File: config.mk
export PLATFORM = sky130hd
export DESIGN_NAME = rtp_header_parse_check_unit
export DESIGN_NICKNAME = d
export VERILOG_FILES = /design/src/hdl/rhpc_pkg.sv /design/src/hdl/rhpc_queue.sv /design/src/hdl/rhpc_front.sv /design/src/hdl/rhpc_back.sv /design/src/hdl/rtp_header_parse_check_unit.sv
export SDC_FILE = /design/constraint.sdc
export NUM_CORES = 1
export LEC_CHECK = 0
export BUFFER_PORTS_ARGS = -buffer_cell sky130_fd_sc_hd__buf_2
export CAP_MARGIN = 25
export CORE_AREA = 2 2 263 265
export CTS_CLUSTER_DIAMETER = 150
export CTS_CLUSTER_SIZE = 10
export DETAILED_ROUTE_END_ITERATION = 8
export DIE_AREA = 0 0 265 267
export HOLD_SLACK_MARGIN = 0.08
export PLACE_DENSITY_LB_ADDON = 0.3
export SYNTH_ARGS = -nofsm -noshare
export SYNTH_HDL_FRONTEND = slang
export SYNTH_HIERARCHICAL = 1
export SYNTH_SLANG_ARGS = --single-unit
export TNS_END_PERCENT = 10
File: constraint.sdc
create_clock -name clk -period 11 [get_ports clk]
set_input_delay 1.1 -clock clk [delete_from_list [all_inputs] [get_ports clk]]
set_output_delay 1.1 -clock clk [all_outputs]
set_load 0.005 [all_outputs]
File: src/hdl/rhpc_pkg.sv
package rhpc_pkg;

    localparam int MAX_PACKET_BYTES_DEF = 2048;

    // RTP fixed header and extension header lengths, in bytes
    localparam int FIXED_HDR  = 12;
    localparam int EXT_HDR    = 4;

    // packet length as carried between front and back
    localparam int LEN_W      = 16;
    // header length arithmetic: 12 + 60 + 4 + 4*65535 + 255 fits in 20 bits
    localparam int HDR_W      = 20;
    localparam int OUT_W      = 12;

    localparam int SUM_DEPTH  = 2;
    localparam int RES_DEPTH  = 2;

    typedef enum logic [1:0] {
        ST_OK       = 2'd0,
        ST_SHORT    = 2'd1,
        ST_OVERSIZE = 2'd2
    } status_t;

    typedef struct packed {
        logic [7:0] data_byte;
        logic       last_byte;
    } in_item_t;

    typedef struct packed {
        status_t            status;
        logic [1:0]         version;
        logic               marker;
        logic [6:0]         payload_type;
        logic [15:0]        sequence_number;
        logic [31:0]        timestamp;
        logic [31:0]        ssrc;
        logic [3:0]         csrc_count;
        logic               extension_present;
        logic [15:0]        extension_type;
        logic [OUT_W-1:0]   payload_offset;
        logic [OUT_W-1:0]   payload_length;
    } result_t;

    // per-packet record handed from the byte front end to the checker
    typedef struct packed {
        logic               oversize;
        logic [LEN_W-1:0]   len;
        logic [7:0]         first_octet;
        logic [7:0]         second_octet;
        logic [15:0]        seq;
        logic [31:0]        tstamp;
        logic [31:0]        source;
        logic [15:0]        ext_type;
        logic [15:0]        ext_words;
        logic [7:0]         pad_byte;
    } summary_t;

endpackage

File: src/hdl/rhpc_queue.sv
module rhpc_queue #(
    parameter int WIDTH = 8,
    parameter int DEPTH = 2
) (
    input  logic             clk,
    input  logic             rst_n,
    input  logic             wr_en,
    input  logic [WIDTH-1:0] wr_data,
    output logic             full,
    input  logic             rd_en,
    output logic [WIDTH-1:0] rd_data,
    output logic             empty
);

    localparam int PTR_W = (DEPTH > 1) ? $clog2(DEPTH) : 1;
    localparam int CNT_W = $clog2(DEPTH + 1);

    logic [WIDTH-1:0] mem [DEPTH];
    logic [PTR_W-1:0] wr_ptr_reg, wr_ptr_next;
    logic [PTR_W-1:0] rd_ptr_reg, rd_ptr_next;
    logic [CNT_W-1:0] count_reg, count_next;
    logic             do_wr, do_rd;

    assign full    = (count_reg == CNT_W'(DEPTH));
    assign empty   = (count_reg == '0);
    assign do_wr   = wr_en && !full;
    assign do_rd   = rd_en && !empty;
    assign rd_data = mem[rd_ptr_reg];

    always_comb
    begin
        wr_ptr_next = wr_ptr_reg;
        rd_ptr_next = rd_ptr_reg;
        count_next  = count_reg;
        if (do_wr)
        begin
            wr_ptr_next = (wr_ptr_reg == PTR_W'(DEPTH - 1)) ? '0 : wr_ptr_reg + 1'b1;
        end
        if (do_rd)
        begin
            rd_ptr_next = (rd_ptr_reg == PTR_W'(DEPTH - 1)) ? '0 : rd_ptr_reg + 1'b1;
        end
        if (do_wr && !do_rd)
        begin
            count_next = count_reg + 1'b1;
        end
        else if (do_rd && !do_wr)
        begin
            count_next = count_reg - 1'b1;
        end
    end

    always_ff @(posedge clk or negedge rst_n)
    begin
        if (!rst_n)
        begin
            wr_ptr_reg <= '0;
            rd_ptr_reg <= '0;
            count_reg  <= '0;
        end
        else
        begin
            wr_ptr_reg <= wr_ptr_next;
            rd_ptr_reg <= rd_ptr_next;
            count_reg  <= count_next;
        end
    end

    always_ff @(posedge clk)
    begin
        if (do_wr)
        begin
            mem[wr_ptr_reg] <= wr_data;
        end
    end

endmodule

File: src/hdl/rhpc_front.sv
module rhpc_front #(
    parameter int MAX_PACKET_BYTES = rhpc_pkg::MAX_PACKET_BYTES_DEF
) (
    input  logic               clk,
    input  logic               rst_n,
    input  logic               accept,
    input  rhpc_pkg::in_item_t in_item,
    output logic               sum_push,
    output rhpc_pkg::summary_t sum
);

    import rhpc_pkg::*;

    localparam int CNT_W = $clog2(MAX_PACKET_BYTES + 1);

    logic [CNT_W-1:0] byte_count_reg, byte_count_next;
    logic             oversize_reg, oversize_next;
    logic [7:0]       first_octet_reg, first_octet_next;
    logic [7:0]       second_octet_reg, second_octet_next;
    logic [15:0]      seq_reg, seq_next;
    logic [31:0]      tstamp_reg, tstamp_next;
    logic [31:0]      source_reg, source_next;
    logic [15:0]      ext_type_reg, ext_type_next;
    logic [15:0]      ext_words_reg, ext_words_next;
    logic [31:0]      pos;
    logic [31:0]      ext_at;
    logic [7:0]       b;

    assign b      = in_item.data_byte;
    assign pos    = 32'(byte_count_reg);
    // extension header follows the CSRC list
    assign ext_at = 32'(FIXED_HDR) + 32'({first_octet_reg[3:0], 2'b00});

    always_comb
    begin
        byte_count_next   = byte_count_reg;
        oversize_next     = oversize_reg;
        first_octet_next  = first_octet_reg;
        second_octet_next = second_octet_reg;
        seq_next          = seq_reg;
        tstamp_next       = tstamp_reg;
        source_next       = source_reg;
        ext_type_next     = ext_type_reg;
        ext_words_next    = ext_words_reg;
        if (accept)
        begin
            if (byte_count_reg >= CNT_W'(MAX_PACKET_BYTES))
            begin
                oversize_next = 1'b1;
            end
            else
            begin
                byte_count_next = byte_count_reg + 1'b1;
                if (pos == 32'd0)
                begin
                    first_octet_next = b;
                end
                else if (pos == 32'd1)
                begin
                    second_octet_next = b;
                end
                else if (pos < 32'd4)
                begin
                    seq_next = {seq_reg[7:0], b};
                end
                else if (pos < 32'd8)
                begin
                    tstamp_next = {tstamp_reg[23:0], b};
                end
                else if (pos < 32'(FIXED_HDR))
                begin
                    source_next = {source_reg[23:0], b};
                end
                else if (pos == ext_at || pos == ext_at + 32'd1)
                begin
                    ext_type_next = {ext_type_reg[7:0], b};
                end
                else if (pos == ext_at + 32'd2 || pos == ext_at + 32'd3)
                begin
                    ext_words_next = {ext_words_reg[7:0], b};
                end
            end
        end
    end

    assign sum_push          = accept && in_item.last_byte;
    assign sum.oversize      = oversize_next;
    assign sum.len           = LEN_W'(byte_count_next);
    assign sum.first_octet   = first_octet_next;
    assign sum.second_octet  = second_octet_next;
    assign sum.seq           = seq_next;
    assign sum.tstamp        = tstamp_next;
    assign sum.source        = source_next;
    assign sum.ext_type      = ext_type_next;
    assign sum.ext_words     = ext_words_next;
    assign sum.pad_byte      = b;

    always_ff @(posedge clk or negedge rst_n)
    begin
        if (!rst_n)
        begin
            byte_count_reg   <= '0;
            oversize_reg     <= 1'b0;
            first_octet_reg  <= '0;
            second_octet_reg <= '0;
            seq_reg          <= '0;
            tstamp_reg       <= '0;
            source_reg       <= '0;
            ext_type_reg     <= '0;
            ext_words_reg    <= '0;
        end
        else if (sum_push)
        begin
            // packet done: start clean for the next one
            byte_count_reg   <= '0;
            oversize_reg     <= 1'b0;
            first_octet_reg  <= '0;
            second_octet_reg <= '0;
            seq_reg          <= '0;
            tstamp_reg       <= '0;
            source_reg       <= '0;
            ext_type_reg     <= '0;
            ext_words_reg    <= '0;
        end
        else
        begin
            byte_count_reg   <= byte_count_next;
            oversize_reg     <= oversize_next;
            first_octet_reg  <= first_octet_next;
            second_octet_reg <= second_octet_next;
            seq_reg          <= seq_next;
            tstamp_reg       <= tstamp_next;
            source_reg       <= source_next;
            ext_type_reg     <= ext_type_next;
            ext_words_reg    <= ext_words_next;
        end
    end

`ifndef SYNTHESIS
    a_count_bounded: assert property (@(posedge clk) disable iff (!rst_n)
        byte_count_reg <= CNT_W'(MAX_PACKET_BYTES))
        else $error("byte count past maximum");

    a_clear_after_last: assert property (@(posedge clk) disable iff (!rst_n)
        sum_push |=> (byte_count_reg == '0 && !oversize_reg && first_octet_reg == '0))
        else $error("packet state not cleared after last byte");
`endif

endmodule

File: src/hdl/rhpc_back.sv
module rhpc_back (
    input  logic               clk,
    input  logic               rst_n,
    input  rhpc_pkg::summary_t sum,
    input  logic               sum_empty,
    output logic               sum_pop,
    input  logic               res_full,
    output logic               res_push,
    output rhpc_pkg::result_t  res
);

    import rhpc_pkg::*;

    logic [HDR_W-1:0] len;
    logic [HDR_W-1:0] hdr_base;
    logic [HDR_W-1:0] ext_min;
    logic [HDR_W-1:0] hdr_full;
    logic [HDR_W-1:0] need;
    logic [HDR_W-1:0] plen;
    logic             pad;
    logic             ext;
    status_t          status;

    assign sum_pop  = !sum_empty && !res_full;
    assign res_push = sum_pop;

    assign pad      = sum.first_octet[5];
    assign ext      = sum.first_octet[4];
    assign len      = HDR_W'(sum.len);
    assign hdr_base = HDR_W'(FIXED_HDR) + HDR_W'({sum.first_octet[3:0], 2'b00});
    assign ext_min  = hdr_base + HDR_W'(EXT_HDR);
    // extension length is in 32-bit words
    assign hdr_full = ext ? ext_min + HDR_W'({sum.ext_words, 2'b00}) : hdr_base;
    assign need     = hdr_full + (pad ? HDR_W'(sum.pad_byte) : '0);
    assign plen     = len - need;

    always_comb
    begin
        if (sum.oversize)
        begin
            status = ST_OVERSIZE;
        end
        else if (len < HDR_W'(FIXED_HDR))
        begin
            status = ST_SHORT;
        end
        else if (ext && len < ext_min)
        begin
            status = ST_SHORT;
        end
        else if (len < need)
        begin
            status = ST_SHORT;
        end
        else
        begin
            status = ST_OK;
        end
    end

    assign res.status            = status;
    assign res.version           = sum.first_octet[7:6];
    assign res.marker            = sum.second_octet[7];
    assign res.payload_type      = sum.second_octet[6:0];
    assign res.sequence_number   = sum.seq;
    assign res.timestamp         = sum.tstamp;
    assign res.ssrc              = sum.source;
    assign res.csrc_count        = sum.first_octet[3:0];
    assign res.extension_present = ext;
    assign res.extension_type    = ext ? sum.ext_type : '0;
    assign res.payload_offset    = (status == ST_OK) ? hdr_full[OUT_W-1:0] : '0;
    assign res.payload_length    = (status == ST_OK) ? plen[OUT_W-1:0] : '0;

`ifndef SYNTHESIS
    a_oversize_wins: assert property (@(posedge clk) disable iff (!rst_n)
        (sum_pop && sum.oversize) |-> (res.status == ST_OVERSIZE))
        else $error("oversize packet not flagged");

    a_bad_no_offset: assert property (@(posedge clk) disable iff (!rst_n)
        (res_push && res.status != ST_OK) |->
            (res.payload_offset == '0 && res.payload_length == '0))
        else $error("offset or length reported on failed packet");
`endif

endmodule

File: src/hdl/rtp_header_parse_check_unit.sv
// RTP receive header parser: takes one packet byte per cycle while full is low (network
// order, last byte flagged) and yields one result per packet with status, fixed-header
// fields, extension type, payload offset and payload length net of padding. Each packet's
// record, built by the capture front end, passes through the two-entry packet-record queue
// to the length checker, which drains one record per cycle into the result queue while that
// queue is not full. full rises only when the packet-record queue is backed up by a stalled result side.
module rtp_header_parse_check_unit #(
    parameter int MAX_PACKET_BYTES = rhpc_pkg::MAX_PACKET_BYTES_DEF
) (
    input  logic               clk,
    input  logic               rst_n,
    input  logic               push,
    output logic               full,
    input  rhpc_pkg::in_item_t in_item,
    output logic               empty,
    input  logic               pop,
    output rhpc_pkg::result_t  result
);

    import rhpc_pkg::*;

    logic     accept;
    logic     sum_push;
    summary_t sum_in;
    summary_t sum_out;
    logic     sum_empty;
    logic     sum_pop;
    logic     res_full;
    logic     res_push;
    result_t  res_in;

    assign accept = push && !full;

    rhpc_front #(
        .MAX_PACKET_BYTES(MAX_PACKET_BYTES)
    ) u_front (
        .clk      (clk),
        .rst_n    (rst_n),
        .accept   (accept),
        .in_item  (in_item),
        .sum_push (sum_push),
        .sum      (sum_in)
    );

    rhpc_queue #(
        .WIDTH($bits(summary_t)),
        .DEPTH(SUM_DEPTH)
    ) u_sum_queue (
        .clk     (clk),
        .rst_n   (rst_n),
        .wr_en   (sum_push),
        .wr_data (sum_in),
        .full    (full),
        .rd_en   (sum_pop),
        .rd_data (sum_out),
        .empty   (sum_empty)
    );

    rhpc_back u_back (
        .clk       (clk),
        .rst_n     (rst_n),
        .sum       (sum_out),
        .sum_empty (sum_empty),
        .sum_pop   (sum_pop),
        .res_full  (res_full),
        .res_push  (res_push),
        .res       (res_in)
    );

    rhpc_queue #(
        .WIDTH($bits(result_t)),
        .DEPTH(RES_DEPTH)
    ) u_res_queue (
        .clk     (clk),
        .rst_n   (rst_n),
        .wr_en   (res_push),
        .wr_data (res_in),
        .full    (res_full),
        .rd_en   (pop),
        .rd_data (result),
        .empty   (empty)
    );

endmodule
==> metrics, run 1 <==
outcome=completed; Port-buffer cells=roughly 150; r2r setup slk=3.92 ns; Synth area leaders=edfxtp_1, mux2_2, dfrtp_1; CTS root buffer=clkbuf_16; worst path arrival time=approximately 7.4 ns; CTS-repair resized insts=0; Final Max Tran Viols=0; initial antenna violation count=3; met3 Use GR=under 10%; clock sinks=around 730; routability cong.=0.8358; Area Growth Syn to Fin=10.25%; Core ar.=67990 sq um; HP Class=in2async; Main synth FF type=edfxtp_1; Post-synth EDFFs=580; total power=0.01053 W; max-cap violations=0; Reg with most FFs=u_sum_queue/mem; DR pass1 iterations=5; vias in the first global route=16260; Static Leak=about 13 nW; DRC viols=0; dpl hpwl=38320 um; initial core utilization=46.47%; kind of critical path=reg2reg; Clock Pin Slew Worst Setup and Hold Paths=around 0.060 ns; crit path max fanout=52; leading registers by flop count=u_sum_queue/mem x306, u_res_queue/mem x274; vias after detailed routing=around 16000; share of the yosys chip area belonging to registers=between 60% and 70%; Vias/cell=5.245; fmax=0.1412 GHz; Worst Skew=0.04597 ns; row count=96; reg2reg end=u_res_queue/mem[0][8]$_DFFE_PP_; commonest non-fill, non-tap cell in the layout=edfxtp_1; Period minus WS final=7.082 ns; Most Crowded Layer GR=met2; Post-CTS Setup Inserts=0; async set-reset flop share out of synthesis=20.44%; unrepaired setup endpoints after global routing=no; post-route setup TNS=0 ns; die width=265 um; Yosys top cell area share=55.13%; grt met1 use=between 20% and 30%; max FFs per register=between 300 and 400; Synth area leader=edfxtp_1; Reg2Reg Launch Point=u_sum_queue/rd_ptr_reg$_DFFE_PN0P_; Setup crit end kind=flip-flop; grt met2 use=29.00%; total gr overflow=0; peak supply drop=0.1855 mV; Fill cells=roughly 5600; commonest non-fill, non-tap cells in the layout=edfxtp_1, mux2_2, buf_2; Worst Max-Slew Pin Slew=around 1.0 ns; clock buffer depth=3; first-pass GRT wire length=95130 um; Yosys cell types=69; largest net degree at the start of global routing=approximately 100; Max-Slew Margin vs Limit=31.38%; Synth Register Bits=between 700 and 800; Num CTS Buffers=82; Syn. warnings=6; DRT Wirelength=61920 um; slowest CP cell=a2111o_1; cell area power density=302.3 nW/um^2; Mapped Cells=1965; Nets=2099; CTS Hold Bufs=0; Routed Antenna Nets=0; synthesized area=31590 sq um; Tcrit/Tclk final=64.38%; share of cells above drive strength 1=32.42%; full die area=70760 sq um; Largest stage delay, worst path=around 0.64 ns; # IOs=152; GRT Total Usage=17.62%; DR WL/cell=20.71 um; H-tree levels=3; Worst Path Required=11.31 ns; worst-path cell chain=buf_4 > mux2_2 > o41ai_1 > xor2_1 > ha_1 > a21oi_1 > xnor2_1 > a32o_1 > ha_1 > o21a_1 > o31a_1 > o31a_1 > or4b_4 > a211oi_1 > xor2_1 > ha_1 > a21o_1 > a21o_1 > a21oi_1 > nand2b_1 > nor3_1 > a21o_1 > a2111o_1 > nor2_1; FF-to-FF path depth=24; Syn Area/Cell=approximately 16 sq um; CTS tree=yes; height of the chip=267 um; final hold violation count=0; Final setup viols=0; drt initial violations=951; startpoint types=flip-flop; Clock Latency Late Sink=0.64 ns; hold slack final=just over 0.5 ns
layout make-up:
cell class / instances / area, sq um / area share (%)
diodes: 1 / 2.502 / 0.007184
clock buffers: 143 / 2302 / 6.610
clock inverters: 6 / 103.9 / 0.2982
inverters: 33 / 123.9 / 0.3556
multi-input cells: 1022 / 9047 / 25.98
flip-flops and latches: 729 / 21150 / 60.73
well taps: 882 / 1104 / 3.168
repair buffers: 174 / 994.7 / 2.856
synthesized netlist by cell type, drive strengths merged, types with 3 or more instances:
library cell and count:
xnor2 35, nand3 21, clkbuf 32, xor2 25, ha 41, nor4 8, fa 3, nand4b 5
and2 139, or3 3, nor3 10, edfxtp 580, nand3b 3, and4 3, conb 3, a211oi 6
mux2 412, mux2i 24, o211a 3, o211ai 6, or2 4, o21ai 29, and3 9, nand4 6
dfrtp 149, a2111oi 4, a21o 15, nor2b 10, inv 32, nor2 46, buf 154, a21oi 25
nand2b 7, o21a 3, o31a 4, nand2 80
per-stage QoR:
step                      cells  setup slack, ns  util, %  cell area [sq um]
after global routing       2989            3.348    51.23              34830
final                      2990            3.918    51.23              34830
after detailed placement   2837            3.858    47.57              32340
after floorplan            1970            2.125        -              31610
after CTS                  2986            3.792    51.11              34750
after global placement     2837            3.995    47.57              32340
worst max-delay path by stage:
stage / from / endpoint / slack [ns] / cells after the start
2_1_floorplan: push / u_sum_queue/mem[0][0]$_DFFE_PP_ / 2.13 / 6
3_3_place_gp: u_sum_queue/rd_ptr_reg$_DFFE_PN0P_ / u_res_queue/mem[0][18]$_DFFE_PP_ / 3.99 / 26
3_5_place_dp: u_sum_queue/rd_ptr_reg$_DFFE_PN0P_ / u_res_queue/mem[0][8]$_DFFE_PP_ / 3.86 / 26
4_1_cts: u_sum_queue/rd_ptr_reg$_DFFE_PN0P_ / u_res_queue/mem[0][8]$_DFFE_PP_ / 3.79 / 24
5_1_grt: u_sum_queue/rd_ptr_reg$_DFFE_PN0P_ / u_res_queue/mem[0][8]$_DFFE_PP_ / 3.35 / 24
6_report: u_sum_queue/rd_ptr_reg$_DFFE_PN0P_ / u_res_queue/mem[0][8]$_DFFE_PP_ / 3.92 / 24
critical path, delay by kind of cell, from the launching register on:
family | cells | cell delay (ns)
DFF | 1 | 0.43
AOI/OAI and AO/OA | 12 | 3.00
buffers and inverters | 1 | 0.56
and+or+nand+nor | 4 | 0.91
adders and majority gates | 3 | 0.87
muxes | 1 | 0.50
xor gates and xnor gates | 3 | 0.48
layer usage:
layer / part of all wire (%) / up-vias
met3: 3.8 / 90
met1: 45 / 8003
li1: - / 7289
met4: 2.6 / 0
met2: 48 / 300
met5: 0 / -
cells by family after synthesis:
group | count (synthesis) | synth area share, %
flops | 729 | 66.93
mux | 436 | 16.16
other cells | 3 | 0.03564
simple gates | 361 | 6.269
compound gates | 112 | 2.463
buf+inv | 219 | 4.598
fa+ha+maj | 44 | 1.814
xor+xnor | 61 | 1.735
power breakdown:
part	leakage, nW	internal (W)	switching (W)
clock network	1.14	0.00142	0.00104
registers	7.48	0.00402	0.000192
logic	4.86	0.00166	0.00219
total	13.5	0.00710	0.00342
(Power assumes the default switching activity.)
==> inputs of run 2 (changes only) <==
--- a/config.mk
+++ b/config.mk
@@ -5,13 +5,14 @@
 export SDC_FILE = /design/constraint.sdc
 export NUM_CORES = 1
 export LEC_CHECK = 0
+export ABC_AREA = 1
 export BUFFER_PORTS_ARGS = -buffer_cell sky130_fd_sc_hd__buf_2
 export CAP_MARGIN = 25
-export CORE_AREA = 2 2 263 265
+export CORE_AREA = 2 2 264 266
 export CTS_CLUSTER_DIAMETER = 150
 export CTS_CLUSTER_SIZE = 10
 export DETAILED_ROUTE_END_ITERATION = 8
-export DIE_AREA = 0 0 265 267
+export DIE_AREA = 0 0 266 268
 export HOLD_SLACK_MARGIN = 0.08
 export PLACE_DENSITY_LB_ADDON = 0.3
 export SYNTH_ARGS = -nofsm -noshare
==> constraint.sdc (replaced) <==
create_clock -name clk -period 6.8 [get_ports clk]
set_input_delay 0.68 -clock clk [delete_from_list [all_inputs] [get_ports clk]]
set_output_delay 0.68 -clock clk [all_outputs]
set_load 0.005 [all_outputs]
==> run 2 against run 1 <==
Design area grew 1.0%. Sequential cell count unchanged. Combinational power increased by 81%. Sequential power increased by 73%. Power rose by 74%. Non-clock buffer count fell by 1. Die area increased by 0.75%. Clock power increased by 65%. Worst setup slack got worse by 3.2 ns. Maximum frequency is 17% higher. Largest power group unchanged.
==> metrics, run 2 <==
Core ar.=68230 sq um (+0.35%); final hold violation count=0 (unchanged); CTS Hold Bufs=0 (unchanged); leading registers by flop count=u_sum_queue/mem x306, u_res_queue/mem x274; Syn. warnings=6 (unchanged); outcome=completed; Largest stage delay, worst path=0.58 ns (-0.06 ns); hold slack final=0.1015 ns (-0.4085 ns); DR WL/cell=16.24 um (-22%); total gr overflow=0 (unchanged); Clock Latency Late Sink=0.62 ns (-0.02 ns); Post-synth EDFFs=580 (unchanged); Post-CTS Setup Inserts=0 (unchanged); slowest CP cell=dfrtp_4; Vias/cell=4.817 (-8.2%); clock sinks=729 (unchanged); Finished Layout Cells=4122 (+38%); Worst Path Required=7.24 ns (-4.07 ns); routability cong.=0.8656 (+3.6%); drt initial violations=1489 (+57%); startpoint types=flip-flop; initial antenna violation count=4 (+1); peak supply drop=0.3715 mV (+100%); DRT Wirelength=66960 um (+8.1%); # IOs=152 (unchanged); largest net degree at the start of global routing=154 (+52%); unrepaired setup endpoints after global routing=no; Syn Area/Cell=10.22 sq um (-36%); kind of critical path=reg2reg; Period minus WS final=6.056 ns (-1.026 ns); DR pass1 iterations=5 (unchanged); CTS tree=yes; worst path arrival time=6.50 ns (-0.89 ns); HP Class=in2async; Routed Antenna Nets=0 (unchanged); H-tree levels=3 (unchanged); DRC viols=0 (unchanged); Setup crit end kind=flip-flop; Yosys cell types=43 (-38%); total power=0.01833 W (+74%); commonest non-fill, non-tap cell in the layout=nand2_1; vias in the first global route=19420 (+19%); row count=96 (unchanged); post-route setup TNS=0 ns (unchanged); GRT Total Usage=19.05% (+1.4 points); Worst Skew=0.02153 ns (-0.02445 ns); Synth area leaders=edfxtp_1, nand2_1, dfrtp_1; Most common cell on crit path=nand2_1; max-cap violations=0 (unchanged); commonest non-fill, non-tap cells in the layout=nand2_1, edfxtp_1, inv_1; die width=266 um (+0.38%); Final setup viols=0 (unchanged); Synth Register Bits=729 (unchanged); vias after detailed routing=19860 (+27%); height of the chip=268 um (+0.37%); Clock Pin Slew Worst Setup and Hold Paths=0.06 ns (about the same); first-pass GRT wire length=105500 um (+11%); Reg with most FFs=u_sum_queue/mem; Area Growth Syn to Fin=9.955%; Main synth FF type=edfxtp_1; Static Leak=16.59 nW (+23%); Nets=3228 (+54%); Inst Count DP=3968 (+40%); initial core utilization=46.90% (+0.43 points); Worst Max-Slew Pin Slew=1.118 ns (+0.08901 ns); dpl hpwl=40700 um (+6.2%); synthesized area=32000 sq um (+1.3%); Synth area leader=edfxtp_1; CTS-repair resized insts=0 (unchanged); fmax=0.1651 GHz (+17%); Mapped Cells=3131 (+59%); full die area=71290 sq um (+0.75%); cell area power density=521.0 nW/um^2 (+72%); most frequent cell after synthesis=nand2_1; Port-buffer cells=151 (unchanged); crit path max fanout=22 (-58%); Final Max Tran Viols=0 (unchanged); Max-Slew Margin vs Limit=25.45% (-5.9 points); Yosys top cell area share=54.43% (-0.70 points); share of the yosys chip area belonging to registers=66.08% (-0.85 points); CTS root buffer=clkbuf_16; commonest cells in the netlist=nand2_1, edfxtp_1, inv_1; max FFs per register=306 (unchanged); async set-reset flop share out of synthesis=20.44% (unchanged); clock buffer depth=3 (unchanged); Tcrit/Tclk final=89.06% (+25 points); Num CTS Buffers=82 (unchanged); share of cells above drive strength 1=10.81% (-22 points)
==> run 2: cell types whose count changed after synthesis, sizes merged, moves of 24 or more <==
cell   delta
nor2    +168
nand2  +1145
mux2    -412
buf      +29
inv     +320
mux2i    -24
o21ai    +72
xnor2    -25
and2    -139
nand3    +70
==> run 2: final timing paths <==
path,startpoint,to,slack (ns),cells after the start
worst max-delay path,u_sum_queue/rd_ptr_reg$_DFFE_PN0P_,u_res_queue/mem[0][23]$_DFFE_PP_,0.74,35
worst min-delay path,rst_n,u_front/ext_type_reg[12]$_DFF_PN0_,0.10,1
worst max register to register,u_sum_queue/rd_ptr_reg$_DFFE_PN0P_,u_res_queue/mem[0][23]$_DFFE_PP_,0.74,35
worst min register to register,u_sum_queue/wr_ptr_reg$_DFFE_PN0P_,u_sum_queue/wr_ptr_reg$_DFFE_PN0P_,0.48,2
max in group asynchronous,rst_n,u_front/tstamp_reg[18]$_DFF_PN0_,5.53,2
min in group clk,pop,u_res_queue/rd_ptr_reg$_DFFE_PN0P_,0.35,3
==> run 2: critical path: cells and delay by family, from the launching register on <==
family	cells	cell delay, ns
AND/OR/NAND/NOR	19	2.25
adder cells (fa/ha/maj)	4	1.39
AO/OA/AOI/OAI	5	0.70
flip-flops	1	0.58
XOR/XNOR	3	0.51
buffers and inverters	4	0.40
==> run 2: cells by family (layout without fill, tap and decap cells) <==
group           after synthesis  after routing  synth area share [%]
xor+xnor                     35             35                0.9580
flops                       729            729                 66.08
compound gates              155            155                 2.534
simple gates               1588           1588                 20.01
fa+ha+maj                    44             44                 1.791
buf+inv                     577            680                 8.591
other cells                   3              9               0.03519
==> run 2: routing by layer <==
| layer | routed length, um | GRT usage, % | vias to the layer above |
|---|---|---|---|
| li1 | - | - | 9962 |
| met4 | 1545 | 6.210 | 0 |
| met3 | 3318 | 3.198 | 86 |
| met5 | 0 | 0 | - |
| met1 | 28600 | 24.40 | 9403 |
| met2 | 33500 | 33.07 | 405 |
==> run 2: area by class of cell <==
class                   count  area (sq um)
inverters                 355          1350
well taps                 882          1104
fillers                  6043         33040
clock inverters             3         56.30
clock buffers             149          2389
multi-input cells        1830          8138
diodes                      1         2.502
flip-flops and latches    729         21150
repair buffers            173         992.2
==> run 2: report_power, final <==
group          leakage (nW)  internal [W]  total [W]  switching (W)
clock network          1.16       0.00237    0.00405        0.00168
logic                  7.98       0.00219    0.00698        0.00479
registers              7.45       0.00688    0.00730       0.000418
total                  16.6        0.0114     0.0183        0.00689
==> run 2: stage by stage <==
step | utilization, % | cell area, sq um | setup WS [ns]
after floorplan | - | 32020 | -0.3206
after global placement | 47.92 | 32690 | 0.8860
after detailed placement | 47.96 | 32720 | 0.8124
after CTS | 51.54 | 35170 | 0.7795
after global routing | 51.57 | 35180 | 0.09425
final | 51.57 | 35180 | 0.7437
==> inputs of run 3 (changes only) <==
--- a/config.mk
+++ b/config.mk
@@ -5,14 +5,13 @@
 export SDC_FILE = /design/constraint.sdc
 export NUM_CORES = 1
 export LEC_CHECK = 0
-export ABC_AREA = 1
 export BUFFER_PORTS_ARGS = -buffer_cell sky130_fd_sc_hd__buf_2
 export CAP_MARGIN = 25
-export CORE_AREA = 2 2 264 266
+export CORE_AREA = 2 2 263 265
 export CTS_CLUSTER_DIAMETER = 150
 export CTS_CLUSTER_SIZE = 10
 export DETAILED_ROUTE_END_ITERATION = 8
-export DIE_AREA = 0 0 266 268
+export DIE_AREA = 0 0 265 267
 export HOLD_SLACK_MARGIN = 0.08
 export PLACE_DENSITY_LB_ADDON = 0.3
 export SYNTH_ARGS = -nofsm -noshare
==> run 3 against run 2 <==
Clock power down 1%. Utilization decreased by 0.25 points. Register-to-register slack worse by 0.43 ns. Sequential power fell by 5.9%. Sequential cell count stayed put. Critical endpoint is now u_res_queue/mem[0][21]$_DFFE_PP_. Worst hold slack better by 0.015 ns. Wire length is 5.6% lower. First-iteration DRC count shrank 43%. Maximum frequency decreased by 6.6%. Critical path depth decreased by 9. Highest routed layer unchanged. Final cell count is 27% lower. Critical path type unchanged.
==> metrics, run 3 (same netlist as run 1, synthesis figures left out) <==
post-route setup TNS=0 ns (unchanged); Worst Path Required=7.25 ns (about the same); worst path arrival time=6.93 ns (+0.43 ns); Period minus WS final=6.482 ns (+0.4258 ns); drt initial violations=842 (-43%); max FFs per register=306 (unchanged); DR pass1 iterations=5 (unchanged); Clock Latency Late Sink=0.63 ns (about the same); Routed Antenna Nets=0 (unchanged); Worst Skew=0.02408 ns (+0.002553 ns); vias after detailed routing=15630 (-21%); cell area power density=490.4 nW/um^2 (-5.9%); peak supply drop=0.4031 mV (+8.5%); Inst Count DP=2839 (-28%); share of cells above drive strength 1=32.64% (+22 points); Area Growth Syn to Fin=10.43%; largest net degree at the start of global routing=132 (-14%); final core utilization=51.32% (-0.25 points); Reg with most FFs=u_sum_queue/mem; CTS Hold Bufs=0 (unchanged); Clock Pin Slew Worst Setup and Hold Paths=0.06 ns (about the same); crit path max fanout=29 (+32%); fmax=0.1543 GHz (-6.6%); initial core utilization=46.47% (-0.43 points); Setup crit end kind=flip-flop; die width=265 um (-0.38%); Static Leak=13.49 nW (-19%); initial antenna violation count=0 (-4); clock buffer depth=3 (unchanged); Max-Slew Margin vs Limit=32.62% (+7.2 points); Largest stage delay, worst path=0.52 ns (-0.06 ns); commonest non-fill, non-tap cells in the layout=edfxtp_1, mux2_2, buf_2; vias in the first global route=16360 (-16%); Final Max Tran Viols=0 (unchanged); leading registers by flop count=u_sum_queue/mem x306, u_res_queue/mem x274; CTS root buffer=clkbuf_16; full die area=70760 sq um (-0.75%); clock sinks=729 (unchanged); outcome=completed; kind of critical path=reg2reg; # IOs=152 (unchanged); routability cong.=0.8391 (-3.1%); total gr overflow=0 (unchanged); Port-buffer cells=151 (unchanged); Core ar.=67990 sq um (-0.35%); Worst Max-Slew Pin Slew=1.011 ns (-0.1076 ns); commonest non-fill, non-tap cell in the layout=edfxtp_1; DRC viols=0 (unchanged); PnR worst setup slack=0.3179 ns (-0.4258 ns); # diodes=0 (-1); final hold violation count=0 (unchanged); Nets=2102 (-35%); max-cap violations=0 (unchanged); Final setup viols=0 (unchanged); dpl hpwl=38910 um (-4.4%); Vias/cell=5.221 (+8.4%); HP Class=in2async; H-tree levels=3 (unchanged); GRT Total Usage=17.92% (-1.1 points); first-pass GRT wire length=96590 um (-8.5%); DR WL/cell=21.11 um (+30%); Tcrit/Tclk final=95.32% (+6.3 points); DRT Wirelength=63180 um (-5.6%); pre-CTS setup slack=0.2372 ns (-0.5752 ns); height of the chip=267 um (-0.37%); unrepaired setup endpoints after global routing=no; Finished Layout Cells=2993 (-27%); slowest CP cell=or4b_4; startpoint types=flip-flop; row count=96 (unchanged); Num CTS Buffers=82 (unchanged); Fill cells=5645 (-6.6%); CTS tree=yes
-- run 3: cell count changes in the layout (fill, tap and decap cells not counted), moves of 62 or more --
cell	change
mux2_2	+338
inv_1	-311
o21ai_0	-66
nand3_1	-62
and2_1	+139
nand2_1	-1142
nor2_1	-137
-- run 3: critical path, delay by kind of cell (launching register included) --
kind	cells	cell delay (ns)
AOI/OAI and AO/OA	11	2.25
adders and majority gates	3	0.91
muxes	1	0.47
xor gates and xnor gates	3	0.61
DFF	1	0.41
buffers and inverters	3	0.72
and+or+nand+nor	5	0.93
-- run 3: stage by stage --
step	total power (W)	instance area [sq um]	hold WS [ns]
6_report	0.01711	34890	0.1170
5_1_grt	0.01812	34890	0.1858
4_1_cts	0.01731	34810	0.1394
2_1_floorplan	0.01165	31620	0.3844
3_3_place_gp	0.01312	32380	0.4974
3_5_place_dp	0.01324	32390	0.5045
-- run 3: final cells by class --
type,instances,area [sq um],area share (%)
Sequential cell,729,21150,60.63
Multi-Input combinational cell,1022,9069,25.99
Clock buffer,144,2306,6.610
Tap cell,882,1104,3.163
Timing Repair Buffer,177,1020,2.923
Inverter,33,123.9,0.3550
Clock inverter,6,113.9,0.3264
-- run 3: power breakdown --
| group | switching [W] | leakage (nW) | internal (W) |
|---|---|---|---|
| clock network | 0.00168 | 1.14 | 0.00230 |
| registers | 0.000368 | 7.48 | 0.00650 |
| logic | 0.00354 | 4.87 | 0.00271 |
-- run 3: metal layers --
metal | share of wire, % | global-route usage (%) | vias up
met2 | 49 | 30.22 | 263
met3 | 3.7 | 2.703 | 76
met4 | 1.7 | 5.146 | 0
li1 | - | - | 7294
met5 | 0 | 0 | -
met1 | 45 | 24.19 | 7993
-- run 3: timing repair --
action | in CTS | in global routing
buffers inserted | 0 | 3
endpoints found under the hold margin | 0 | 0
gates resized for setup | 0 | 8
endpoints found under the setup margin | 0 | 44
-- run 3: final timing paths --
| check | from | to | slack [ns] | depth (start not counted) |
|---|---|---|---|---|
| max | u_sum_queue/rd_ptr_reg$_DFFE_PN0P_ | u_res_queue/mem[0][21]$_DFFE_PP_ | 0.32 | 26 |
| min | rst_n | u_front/ext_type_reg[5]$_DFF_PN0_ | 0.12 | 1 |
| max reg2reg | u_sum_queue/rd_ptr_reg$_DFFE_PN0P_ | u_res_queue/mem[0][21]$_DFFE_PP_ | 0.32 | 26 |
| min reg2reg | u_sum_queue/count_reg[1]$_DFFE_PN0P_ | u_sum_queue/count_reg[1]$_DFFE_PN0P_ | 0.52 | 1 |
| max in group asynchronous | rst_n | u_front/ext_type_reg[1]$_DFF_PN0_ | 5.53 | 3 |
| min in group clk | pop | u_res_queue/rd_ptr_reg$_DFFE_PN0P_ | 0.40 | 3 |
